$ cat src/mwcs_pkg.sv
// ----------------------------------------------------------------------------
// mwcs_pkg: shared types and constants for the masked weighted choice sampler
// Request and result structs, the internal work-request struct, action codes.
// ----------------------------------------------------------------------------
package mwcs_pkg;

  localparam int MAX_CHOICES = 16;
  localparam int WEIGHT_W    = 8;
  localparam int SUM_W       = 12;  // 16 * 255 fits in 12 bits
  localparam int CNT_W       = 5;   // popcount of 16 bits
  localparam int IDX_W       = 4;
  localparam int DRAW_W      = 32;
  localparam int TAG_W       = 8;
  localparam int PROD_W      = DRAW_W + SUM_W;

  localparam logic [IDX_W-1:0] FIRST_SWITCH = IDX_W'(4);
  localparam logic [IDX_W-1:0] FIRST_ITEM   = IDX_W'(10);

  typedef enum logic [1:0] {
    CLASS_MOVE   = 2'd0,
    CLASS_SWITCH = 2'd1,
    CLASS_ITEM   = 2'd2,
    CLASS_NONE   = 2'd3
  } action_class_t;

  typedef struct packed {
    logic                   kind;
    logic [MAX_CHOICES-1:0] legal_bits;
    logic [TAG_W-1:0]       item_id;
    logic [63:0]            weights_low;
    logic [63:0]            weights_high;
    logic [DRAW_W-1:0]      draw;
    logic [TAG_W-1:0]       sequence_in;
  } in_t;

  typedef struct packed {
    action_class_t    action_class;
    logic [TAG_W-1:0] payload;
    logic [IDX_W-1:0] chosen_index;
    logic [TAG_W-1:0] sequence_out;
  } out_t;

  // Classified request handed from front to back: inclusive prefix sums of
  // the effective weights (weights, or 1 per legal choice) and their total.
  typedef struct packed {
    logic [MAX_CHOICES-1:0][SUM_W-1:0] prefix;
    logic [SUM_W-1:0]                  span;
    logic                              none;
    logic [DRAW_W-1:0]                 draw;
    logic [TAG_W-1:0]                  item_id;
    logic [TAG_W-1:0]                  sequence_in;
  } work_t;

endpackage

$ cat src/mwcs_queue.sv
// ----------------------------------------------------------------------------
// mwcs_queue: small request queue between front and back
// Circular buffer of classified requests; head shown while not empty.
// ----------------------------------------------------------------------------
module mwcs_queue
  import mwcs_pkg::*;
#(
  parameter int DEPTH = 2
) (
  input  logic  clk,
  input  logic  rst,
  input  logic  push,
  output logic  full,
  input  work_t data_in,
  output logic  valid,
  input  logic  pop,
  output work_t data_out
);

  localparam int PTR_W = (DEPTH > 1) ? $clog2(DEPTH) : 1;
  localparam int CNT_W = $clog2(DEPTH + 1);
  localparam logic [PTR_W-1:0] LAST = PTR_W'(DEPTH - 1);

  work_t            mem [DEPTH];
  logic [PTR_W-1:0] wr_ptr;
  logic [PTR_W-1:0] rd_ptr;
  logic [CNT_W-1:0] count;
  logic             do_push;
  logic             do_pop;

  assign full     = (count == CNT_W'(DEPTH));
  assign valid    = (count != '0);
  assign do_push  = push && !full;
  assign do_pop   = pop && valid;
  assign data_out = mem[rd_ptr];

  always_ff @(posedge clk) begin
    if (rst) begin
      wr_ptr <= '0;
      rd_ptr <= '0;
      count  <= '0;
    end else begin
      if (do_push) begin
        wr_ptr <= (wr_ptr == LAST) ? '0 : wr_ptr + PTR_W'(1);
      end
      if (do_pop) begin
        rd_ptr <= (rd_ptr == LAST) ? '0 : rd_ptr + PTR_W'(1);
      end
      if (do_push && !do_pop) begin
        count <= count + CNT_W'(1);
      end else if (do_pop && !do_push) begin
        count <= count - CNT_W'(1);
      end
    end
    if (do_push) begin
      mem[wr_ptr] <= data_in;
    end
  end

endmodule

$ cat config.mk
export PLATFORM = sky130hd
export DESIGN_NAME = mwcs_queue
export DESIGN_NICKNAME = d
export VERILOG_FILES = /design/src/mwcs_pkg.sv /design/src/mwcs_queue.sv
export SDC_FILE = /design/constraint.sdc
export NUM_CORES = 1
export LEC_CHECK = 0
export BUFFER_PORTS_ARGS = -buffer_cell sky130_fd_sc_hd__buf_2
export CAP_MARGIN = 15
export CELL_PAD_IN_SITES_DETAIL_PLACEMENT = 1
export CELL_PAD_IN_SITES_GLOBAL_PLACEMENT = 1
export CORE_ASPECT_RATIO = 0.5
export CORE_MARGIN = 10
export CORE_UTILIZATION = 39
export DETAILED_ROUTE_END_ITERATION = 12
export PLACE_DENSITY_LB_ADDON = 0.1
export REMOVE_ABC_BUFFERS = 1
export SLEW_MARGIN = 25
export SYNTH_ARGS = -nofsm -noshare
export SYNTH_HDL_FRONTEND = slang
export SYNTH_SLANG_ARGS = --single-unit
$ cat constraint.sdc
create_clock -name clk -period 8.1 [get_ports clk]
set_clock_uncertainty 0.05 [all_clocks]
set_input_delay 0 -clock clk [delete_from_list [all_inputs] [get_ports clk]]
set_output_delay 0 -clock clk [all_outputs]
set_load 0.03 [all_outputs]
==> flow_summary_export.csv <==
group,metric,value,unit
outcome,status,"finished clean",
pwr,ir_worst_vdd,174,uV
synth,synth-simple-area-share,0.242,%
clocking,cts_tree,"built",
floorplanning,die_area,0.0589,mm2
synth,ys_ff_latch,511,
timing,worstMarginPinSlew,1050,ps
synth,synthesis.area_per_instance,23.6,um2
worst_setup_path,end_kind,"output pin",
clocking,clkTransAtPathRegs,60,ps
drt,drt-total-wl,51200,um
pwr,clkPwrFrac,25.8,%
global_route,grt-ovfl-total,0,
synth,synth_top_family_by_area,"multiplexers",
worst_setup_path,critPathRequiredTime,8050,ps
finish,fin_nets,1869,
synth,synth_mux_area_share,18.2,%
synth,synth_cell_types,16,
floorplanning,die_w,333,um
floorplanning,rows,57,
pwr,power_density,317,mW/mm2
timing,period_needed,3210,ps
synth,yosys_warnings,0,
synth,yosysTopAreaCell,"edfxtp_1",
timing,fmax,0.312,GHz
pwr,p_sw_share,33.7,%
synth,yosys.area.top_type_share,79.3,%
finish,fill_cells,4541,
pwr,internal-power,5.55,mW
drt,wl_met2,31200,um
synth,synth.area.top_cells,"edfxtp_1, mux2_4, mux2_2",
drt,drt_pre_antenna_iters,4,
global_route,antenna_found_initial,2,
drt,via_per_inst,4.55,
timing,hold_viol,0,
synth,synth-xor-area-share,0.137,%
timing,grt_setup_unrepaired,"no",
drt,vias,10500,
timing,fin_crit_sh,39.6,%
clocking,clk_latency,570,ps
pwr,p_switching,2.82,mW
floorplanning,coreArea,0.0486,mm2
global_route,grtUsageTotal,16.3,%
timing,setup_violations,0,
clocking,cts_max_level,2,
floorplanning,start_util,39.5,%
worst_hold_path,hold_class,"input port to register",
clocking,ctsHoldBuffers,257,
synth,synth_fa_ha_area_share,0.0653,%
synth,netlist_instances,812,
worst_setup_path,critPathMaxFanout,56,
clocking,post_cts_buffers,0,
floorplanning,die_h,177,um
flow_run,drv_cap,0,
global_route,grt_pass1_vias,12100,
worst_setup_path,crit_arrival,3160,ps
drt,antenna_left,0,
clocking,numCtsBuffers,49,
finish,final_util,54.4,%
placement,dp_slack,5200,ps
clocking,clock_tree.root_cell,"clkbuf_16",
floorplanning,pin_count,512,
global_route,grt_max_degree,134,
synth,synthesis.area,0.0192,mm2
finish,drive_above_1_share,50.8,%
finish,area_growth,37.9,%
clocking,ctsResizeCount,0,
drt,met1Wirelength,16400,um
drt,wl_per_cell,22.3,um
worst_setup_path,worst_setup_path_start_kind,"register",
synth,yosysSeqAreaShare,79.8,%
pwr,p_leak,10.2,nW
drt,route.detailed.drc,0,
global_route,grt_pass1_wl,73100,um
pwr,p_seq_share,41.3,%
timing,slew_headroom,30.0,%
timing,fin_ws,4890,ps
placement,portBuffers,511,
placement,place_congestion,0.735,
drt,dr.max_layer_used,"met4",
clocking,clk_path_buf_depth,3,
drt,wl_met3,1740,um
timing,finalMaxSlewViolations,0,
clocking,clock-sinks,511,
pwr,p_comb_share,32.9,%
worst_setup_path,path_class,"register to output pin",
placement,dpl.hpwl,34000,um
synth,synth-compound-area-share,0.131,%
drt,drtIter0Drc,586,
-- synth_stat cells --
cell type,instances
mux2_4,170
dfxtp_1,5
or3_1,2
mux2_2,83
ha_1,1
inv_1,2
and2_1,1
xor2_1,3
or2_2,1
nor2b_1,1
buf_6,20
o21ai_0,3
buf_2,8
edfxtp_1,506
nor2_1,4
a21oi_1,2
-- power by group through the flow --
stage                     clock [mW]  sequential (mW)  combinational [mW]
after detailed placement           0             3.51                2.69
final                           2.16             3.45                2.76
after global placement             0             3.49                2.67
after CTS                       2.22             3.46                2.81
after floorplan                    0             3.70                2.12
after global routing            2.33             3.49                2.89
-- critical path, cell delays in order (launching register included) --
cell and delay (ps):
dfxtp_4 940, buf_4 840, mux2_2 450, buf_2 190
-- cell families (layout without fill, tap and decap cells) --
family | count (synthesis) | count (layout)
multiplexers | 253 | 253
flip-flops | 511 | 511
AND/OR/NAND/NOR | 9 | 9
other | 0 | 2
buffers and inverters | 30 | 867
XOR/XNOR | 3 | 3
AO/OA/AOI/OAI | 5 | 5
adder cells (fa/ha/maj) | 1 | 1
-- metrics by stage --
stage          setup TNS, ps  std cells  hold slack [ps]  instance area (um2)  power [mW]
6_report                   0       2300              105                26400        8.37
5_1_grt                    0       2300             80.2                26400        8.71
4_1_cts                    0       2297             64.7                26400        8.48
3_5_place_dp               0       1951              141                22400        6.20
3_3_place_gp               0       1951              139                22400        6.15
2_1_floorplan        -296170        784             19.1                18900        5.82
-- placed cells by master, fill, tap and decap left out, drive strengths merged, types with 3 or more instances in the layout --
| cell type | Yosys | routed |
|---|---|---|
| inv | 2 | 3 |
| dlygate4sd3 | 0 | 257 |
| clkbuf | 0 | 66 |
| clkinv | 0 | 20 |
| xor2 | 3 | 3 |
| nor2 | 4 | 4 |
| edfxtp | 506 | 506 |
| dfxtp | 5 | 5 |
| mux2 | 253 | 253 |
| buf | 28 | 519 |
| o21ai | 3 | 3 |
-- flip-flops by register name (all words and copies together), names as in the netlist, named ones only --
name    count
count       2
mem       506
wr_ptr      1
rd_ptr      1
-- layer usage --
| metal | global-route usage, % | vias up |
|---|---|---|
| met5 | 0 | - |
| met1 | 14.5 | 5331 |
| met2 | 35.1 | 189 |
| met4 | 6.41 | 0 |
| li1 | - | 4844 |
| met3 | 3.10 | 101 |
-- cell type report --
class / instances / area [um2] / share of cell area, %
multi-input combinational: 271 / 3600 / 13.6
sequential: 511 / 15300 / 57.9
clock inverter: 23 / 130 / 0.492
clock buffer: 66 / 1330 / 5.04
timing repair buffer: 776 / 5240 / 19.8
inverter: 2 / 15.0 / 0.0568
antenna: 2 / 5.00 / 0.0189
tap: 649 / 812 / 3.07
-- worst paths after layout --
kind | slack (ps) | cells after the start | from | end
setup reg to reg | 5280 | 4 | count[0]$_SDFFE_PP0P_ | mem[0][70]$_DFFE_PP_
setup / recovery | 4890 | 3 | register | data_out[4]
hold / removal | 110 | 2 | data_in[249] | mem[0][249]$_DFFE_PP_
hold reg to reg | 470 | 2 | wr_ptr$_SDFFE_PP0N_ | wr_ptr$_SDFFE_PP0N_
Power figures use the tool's default switching activity.
