### src/mwcs_pkg.sv
// ----------------------------------------------------------------------------
// mwcs_pkg: shared types and constants for the masked weighted choice sampler
// Request and result structs, the internal work-request struct, action codes.
// ----------------------------------------------------------------------------
package mwcs_pkg;

  localparam int MAX_CHOICES = 16;
  localparam int WEIGHT_W    = 8;
  localparam int SUM_W       = 12;  // 16 * 255 fits in 12 bits
  localparam int CNT_W       = 5;   // popcount of 16 bits
  localparam int IDX_W       = 4;
  localparam int DRAW_W      = 32;
  localparam int TAG_W       = 8;
  localparam int PROD_W      = DRAW_W + SUM_W;

  localparam logic [IDX_W-1:0] FIRST_SWITCH = IDX_W'(4);
  localparam logic [IDX_W-1:0] FIRST_ITEM   = IDX_W'(10);

  typedef enum logic [1:0] {
    CLASS_MOVE   = 2'd0,
    CLASS_SWITCH = 2'd1,
    CLASS_ITEM   = 2'd2,
    CLASS_NONE   = 2'd3
  } action_class_t;

  typedef struct packed {
    logic                   kind;
    logic [MAX_CHOICES-1:0] legal_bits;
    logic [TAG_W-1:0]       item_id;
    logic [63:0]            weights_low;
    logic [63:0]            weights_high;
    logic [DRAW_W-1:0]      draw;
    logic [TAG_W-1:0]       sequence_in;
  } in_t;

  typedef struct packed {
    action_class_t    action_class;
    logic [TAG_W-1:0] payload;
    logic [IDX_W-1:0] chosen_index;
    logic [TAG_W-1:0] sequence_out;
  } out_t;

  // Classified request handed from front to back: inclusive prefix sums of
  // the effective weights (weights, or 1 per legal choice) and their total.
  typedef struct packed {
    logic [MAX_CHOICES-1:0][SUM_W-1:0] prefix;
    logic [SUM_W-1:0]                  span;
    logic                              none;
    logic [DRAW_W-1:0]                 draw;
    logic [TAG_W-1:0]                  item_id;
    logic [TAG_W-1:0]                  sequence_in;
  } work_t;

endpackage

### src/mwcs_back.sv
// ----------------------------------------------------------------------------
// mwcs_back: draw scaling and interval search
// Stage A scales the draw by the span; stage B finds the interval and maps it.
// ----------------------------------------------------------------------------
module mwcs_back
  import mwcs_pkg::*;
(
  input  logic  clk,
  input  logic  rst,
  input  logic  q_valid,
  output logic  q_pop,
  input  work_t q_data,
  output logic  empty,
  input  logic  pop,
  output out_t  out_data
);

  logic [PROD_W-1:0] product;
  logic              out_ok;
  logic              a_ok;

  logic                              a_valid;
  logic [SUM_W-1:0]                  a_k;
  logic [MAX_CHOICES-1:0][SUM_W-1:0] a_prefix;
  logic                              a_none;
  logic [TAG_W-1:0]                  a_item;
  logic [TAG_W-1:0]                  a_seq;

  logic             found;
  logic [IDX_W-1:0] idx;
  out_t             result;
  logic             o_valid;

  assign out_ok = !o_valid || pop;
  assign a_ok   = !a_valid || out_ok;
  assign q_pop  = q_valid && a_ok;
  assign empty  = !o_valid;

  // 32 x 12 multiply; k keeps the integer part of draw * span / 2^32.
  assign product = PROD_W'(q_data.draw) * PROD_W'(q_data.span);

  always_ff @(posedge clk) begin
    if (rst) begin
      a_valid <= 1'b0;
    end else if (a_ok) begin
      a_valid <= q_valid;
    end
    if (q_pop) begin
      a_k      <= product[DRAW_W +: SUM_W];
      a_prefix <= q_data.prefix;
      a_none   <= q_data.none;
      a_item   <= q_data.item_id;
      a_seq    <= q_data.sequence_in;
    end
  end

  // First choice whose inclusive prefix exceeds k; scanning down leaves the
  // lowest hit.
  always_comb begin
    found = 1'b0;
    idx   = '0;
    for (int i = MAX_CHOICES - 1; i >= 0; i--) begin
      if (a_k < a_prefix[i]) begin
        found = 1'b1;
        idx   = IDX_W'(i);
      end
    end
    result.sequence_out = a_seq;
    if (a_none || !found) begin
      result.action_class = CLASS_NONE;
      result.payload      = '0;
      result.chosen_index = '0;
    end else if (idx < FIRST_SWITCH) begin
      result.action_class = CLASS_MOVE;
      result.payload      = TAG_W'(idx);
      result.chosen_index = idx;
    end else if (idx < FIRST_ITEM) begin
      result.action_class = CLASS_SWITCH;
      result.payload      = TAG_W'(idx - FIRST_SWITCH);
      result.chosen_index = idx;
    end else begin
      result.action_class = CLASS_ITEM;
      result.payload      = a_item;
      result.chosen_index = idx;
    end
  end

  always_ff @(posedge clk) begin
    if (rst) begin
      o_valid <= 1'b0;
    end else if (out_ok) begin
      o_valid <= a_valid;
    end
    if (out_ok && a_valid) begin
      out_data <= result;
    end
  end

endmodule

### config.mk
export PLATFORM = sky130hd
export DESIGN_NAME = mwcs_back
export DESIGN_NICKNAME = d
export VERILOG_FILES = /design/src/mwcs_pkg.sv /design/src/mwcs_back.sv
export SDC_FILE = /design/constraint.sdc
export NUM_CORES = 1
export LEC_CHECK = 0
export BUFFER_PORTS_ARGS = -buffer_cell sky130_fd_sc_hd__buf_2
export CORE_MARGIN = 2
export CORE_UTILIZATION = 40
export CTS_CLUSTER_DIAMETER = 50
export DETAILED_ROUTE_END_ITERATION = 8
export GPL_TIMING_DRIVEN = 1
export HOLD_SLACK_MARGIN = 0.12
export SETUP_SLACK_MARGIN = 0.05
export SYNTH_ARGS = -nofsm -noshare
export SYNTH_HDL_FRONTEND = slang
export SYNTH_SLANG_ARGS = --single-unit
### constraint.sdc
create_clock -name clk -period 23.5 [get_ports clk]
set_input_delay 1.175 -clock clk [delete_from_list [all_inputs] [get_ports clk]]
set_output_delay 1.175 -clock clk [all_outputs]
set_load 0.03 [all_outputs]
==> flow_summary.yaml <==
run_status:
  status: "completed"
yosys:
  async_flop_share_pct: 0
  synth_edf_count: 243
  syn-mean-instance-area_um2: 10.6
  yosysTopAreaCell: "edfxtp_1"
  synth_warnings: 0
  yosys-top-cells-area: "edfxtp_1 (31%), fa_1 (26%), ha_1 (14%), inv_1 (8.3%), nand2_1 (4.7%)"
  syn-num-nets: 3001
  synth_commonest_cells: "inv_1 (512), fa_1 (299), nand2_1 (293)"
  seq_area_frac_synth_pct: 31.6
  yosysUniqueCellTypes: 72
  synth_area_um2: 23200
  yosysMostFrequentCell: "inv_1"
  synth_top_cell_area_share_pct: 31.4
  ys_seq_elements: 245
  ys.flop_type: "edfxtp_1"
  syn_inst: 2188
critical_path:
  timing.rr.end: "out_data[14]"
  setup.worst_path.start: "q_data[53]"
  path_common_cell: "fa_1"
  crit_path_top_delay_cell: "buf_2"
  worstSetupStartpointType: "input port"
  crit_fanout: 32
  ff2ff_path_depth: 14
  crit_family: "adder cells"
  cpPeakStageDelay_ps: 590
  r2r-start: "a_k[3]"
  regToRegSetupSlack_ps: 19400
  end_kind: "register"
  worstSetupPathType: "input port to register"
  cp.required_ps: 23800
  worstPathCellList: "buf_2, nand2_1, fa_1, fa_1, inv_1, fa_1, fa_1, inv_1, fa_1, inv_1, ha_1, a211oi_1, o221ai_1, a221oi_2, o32ai_1, a41oi_2, o221ai_2, o41ai_2, o21ba_2, xnor2_1"
  arrival_ps: 7150
  path_buf_inv: 4
grt:
  grt_max_degree: 163
  grt_pass1_wl_um: 94800
  grt_pass1_vias: 17600
  grt_usage_pct: 20.3
  antenna_found_initial: 9
  grt_overflow: 0
final_layout:
  regArea_um2: 7340
  finalNetCount: 3257
  multi_input_area_um2: 13700
  drive_gt1_share_pct: 15.0
  finalNonFillerCells: 3244
  syn_to_final_growth_pct: 14.0
  fillers: 5430
place:
  place_hpwl_um: 45700
  io_buffers: 280
  place.gp.congestion: 0.830
  dp_cells: 3177
route:
  vias: 16200
  drtAntennaViolNets: 0
  routed_wl_um: 60200
  vias_per_cell: 5.01
  drt-initial-drc-count: 835
  drtPass1Iterations: 6
  drcViolationCount: 0
  wire_per_inst_um: 18.5
hold_path:
  hold_path_end: "out_data[7]"
  worstHoldStart: "a_seq[7]"
  hp-class: "register to register"
  hold_depth: 0
timing:
  hold_viol_final: 0
  rsz0062_at_grt: "no"
  fmax_mhz: 146
  slew_headroom_pct: 26.1
  finalCritPeriodShare_pct: 29.1
  setup_viol: 0
  tns_ps: 0
  report.final.slew_viol_count: 0
  clock_skew_ps: 21.6
  min_period_ps: 6850
  worst_slew_pin_slew_ps: 1100
die:
  ios: 281
  num_rows: 88
  coreArea_um2: 57500
  start_util_pct: 40.4
  dieArea_um2: 60000
  fp.dieH_um: 245
  die_w_um: 245
clock_tree:
  cts_resized: 0
  clk_path_buf_depth: 3
  clk_latency_ps: 570
  cts_sinks: 245
  cts_max_level: 1
  tritoncts: "done"
  cts.reportedPaths.clkPinSlew_ps: 70
  post_cts.repair.setup_buffers: 0
  postCtsHoldBufs: 0
  cts_root_buffer: "clkbuf_16"
  cts_made_buffers: 30
power:
  p_per_area_nw_per_um2: 101
  irDropWorstVdd_mv: 0.0776
  p_leak_nw: 12.9
job:
  cap_violations: 0
[cells in the final DEF (no fill, tap or decap), types with 42 or more instances in the layout]
master      n
a21o_1     42
a21oi_1    51
and2_1    122
buf_2     280
edfxtp_1  243
fa_1      299
ha_1      257
inv_1     512
nand2_1   293
nor2_1     43
[per-layer routing]
layer	share of wire [%]	vias to the layer above	GRT usage [%]
li1	-	7520	-
met1	41	8139	25.2
met2	51	480	37.2
met3	5.1	103	1.84
met4	3.0	0	6.31
met5	0	-	0
[worst max path at each step]
stage / endpoint / depth (start not counted)
after CTS: a_k[10] / 20
after floorplan: q_pop / 2
after global placement: a_k[10] / 20
final: a_k[10] / 20
after detailed placement: a_k[10] / 20
after global routing: a_k[10] / 20
[worst register-to-register path: cells and delay by family (launching register included)]
kind                     cells  cell delay, ps
AND/OR/NAND/NOR              4             920
AO/OA/AOI/OAI                6            1590
adder cells (fa/ha/maj)      2             520
buffers and inverters        2             420
flip-flops                   1             510
[per-stage QoR]
step	utilization, %	hold WS (ps)	total power [mW]	cell area, µm²	setup WS (ps)
floorplan	-	400	1.75	23200	4530
global placement	44.2	400	2.17	25400	16280
detailed placement	44.2	405	2.23	25400	16140
CTS	46.0	421	2.71	26400	16720
global route	46.0	432	2.97	26500	16420
finish	46.0	420	2.68	26500	16650
[kinds of logic after synthesis]
group	Yosys count	share of synthesized area, %
AOI/OAI and AO/OA	230	7.18
xor gates and xnor gates	11	0.415
adders and majority gates	556	39.6
buffers and inverters	583	9.48
DFF	245	31.6
and+or+nand+nor	563	11.7
[power breakdown]
| part | internal, mW | total [mW] | switching [mW] | leakage, nW |
|---|---|---|---|---|
| Clock | 0.277 | 0.468 | 0.191 | 0.481 |
| Sequential | 0.543 | 0.553 | 0.0100 | 2.37 |
| Combinational | 0.680 | 1.66 | 0.976 | 10.1 |
[sequential cells by signal (all words and copies together) (netlist names)]
| register | flops |
|---|---|
| a_prefix | 192 |
| out_data | 22 |
| a_k | 12 |
| a_item | 8 |
| a_seq | 8 |
| a_none | 1 |
| a_valid | 1 |
| o_valid | 1 |
[layout make-up]
type                       count  area share [%]
antenna                       12           0.113
multi-input combinational   1360            51.7
clock inverter                20           0.827
clock buffer                  35            2.99
inverter                     512            7.26
sequential                   245            27.7
timing repair buffer         295            5.77
tap                          765            3.62
No activity file was read; power rests on OpenSTA's default activity.
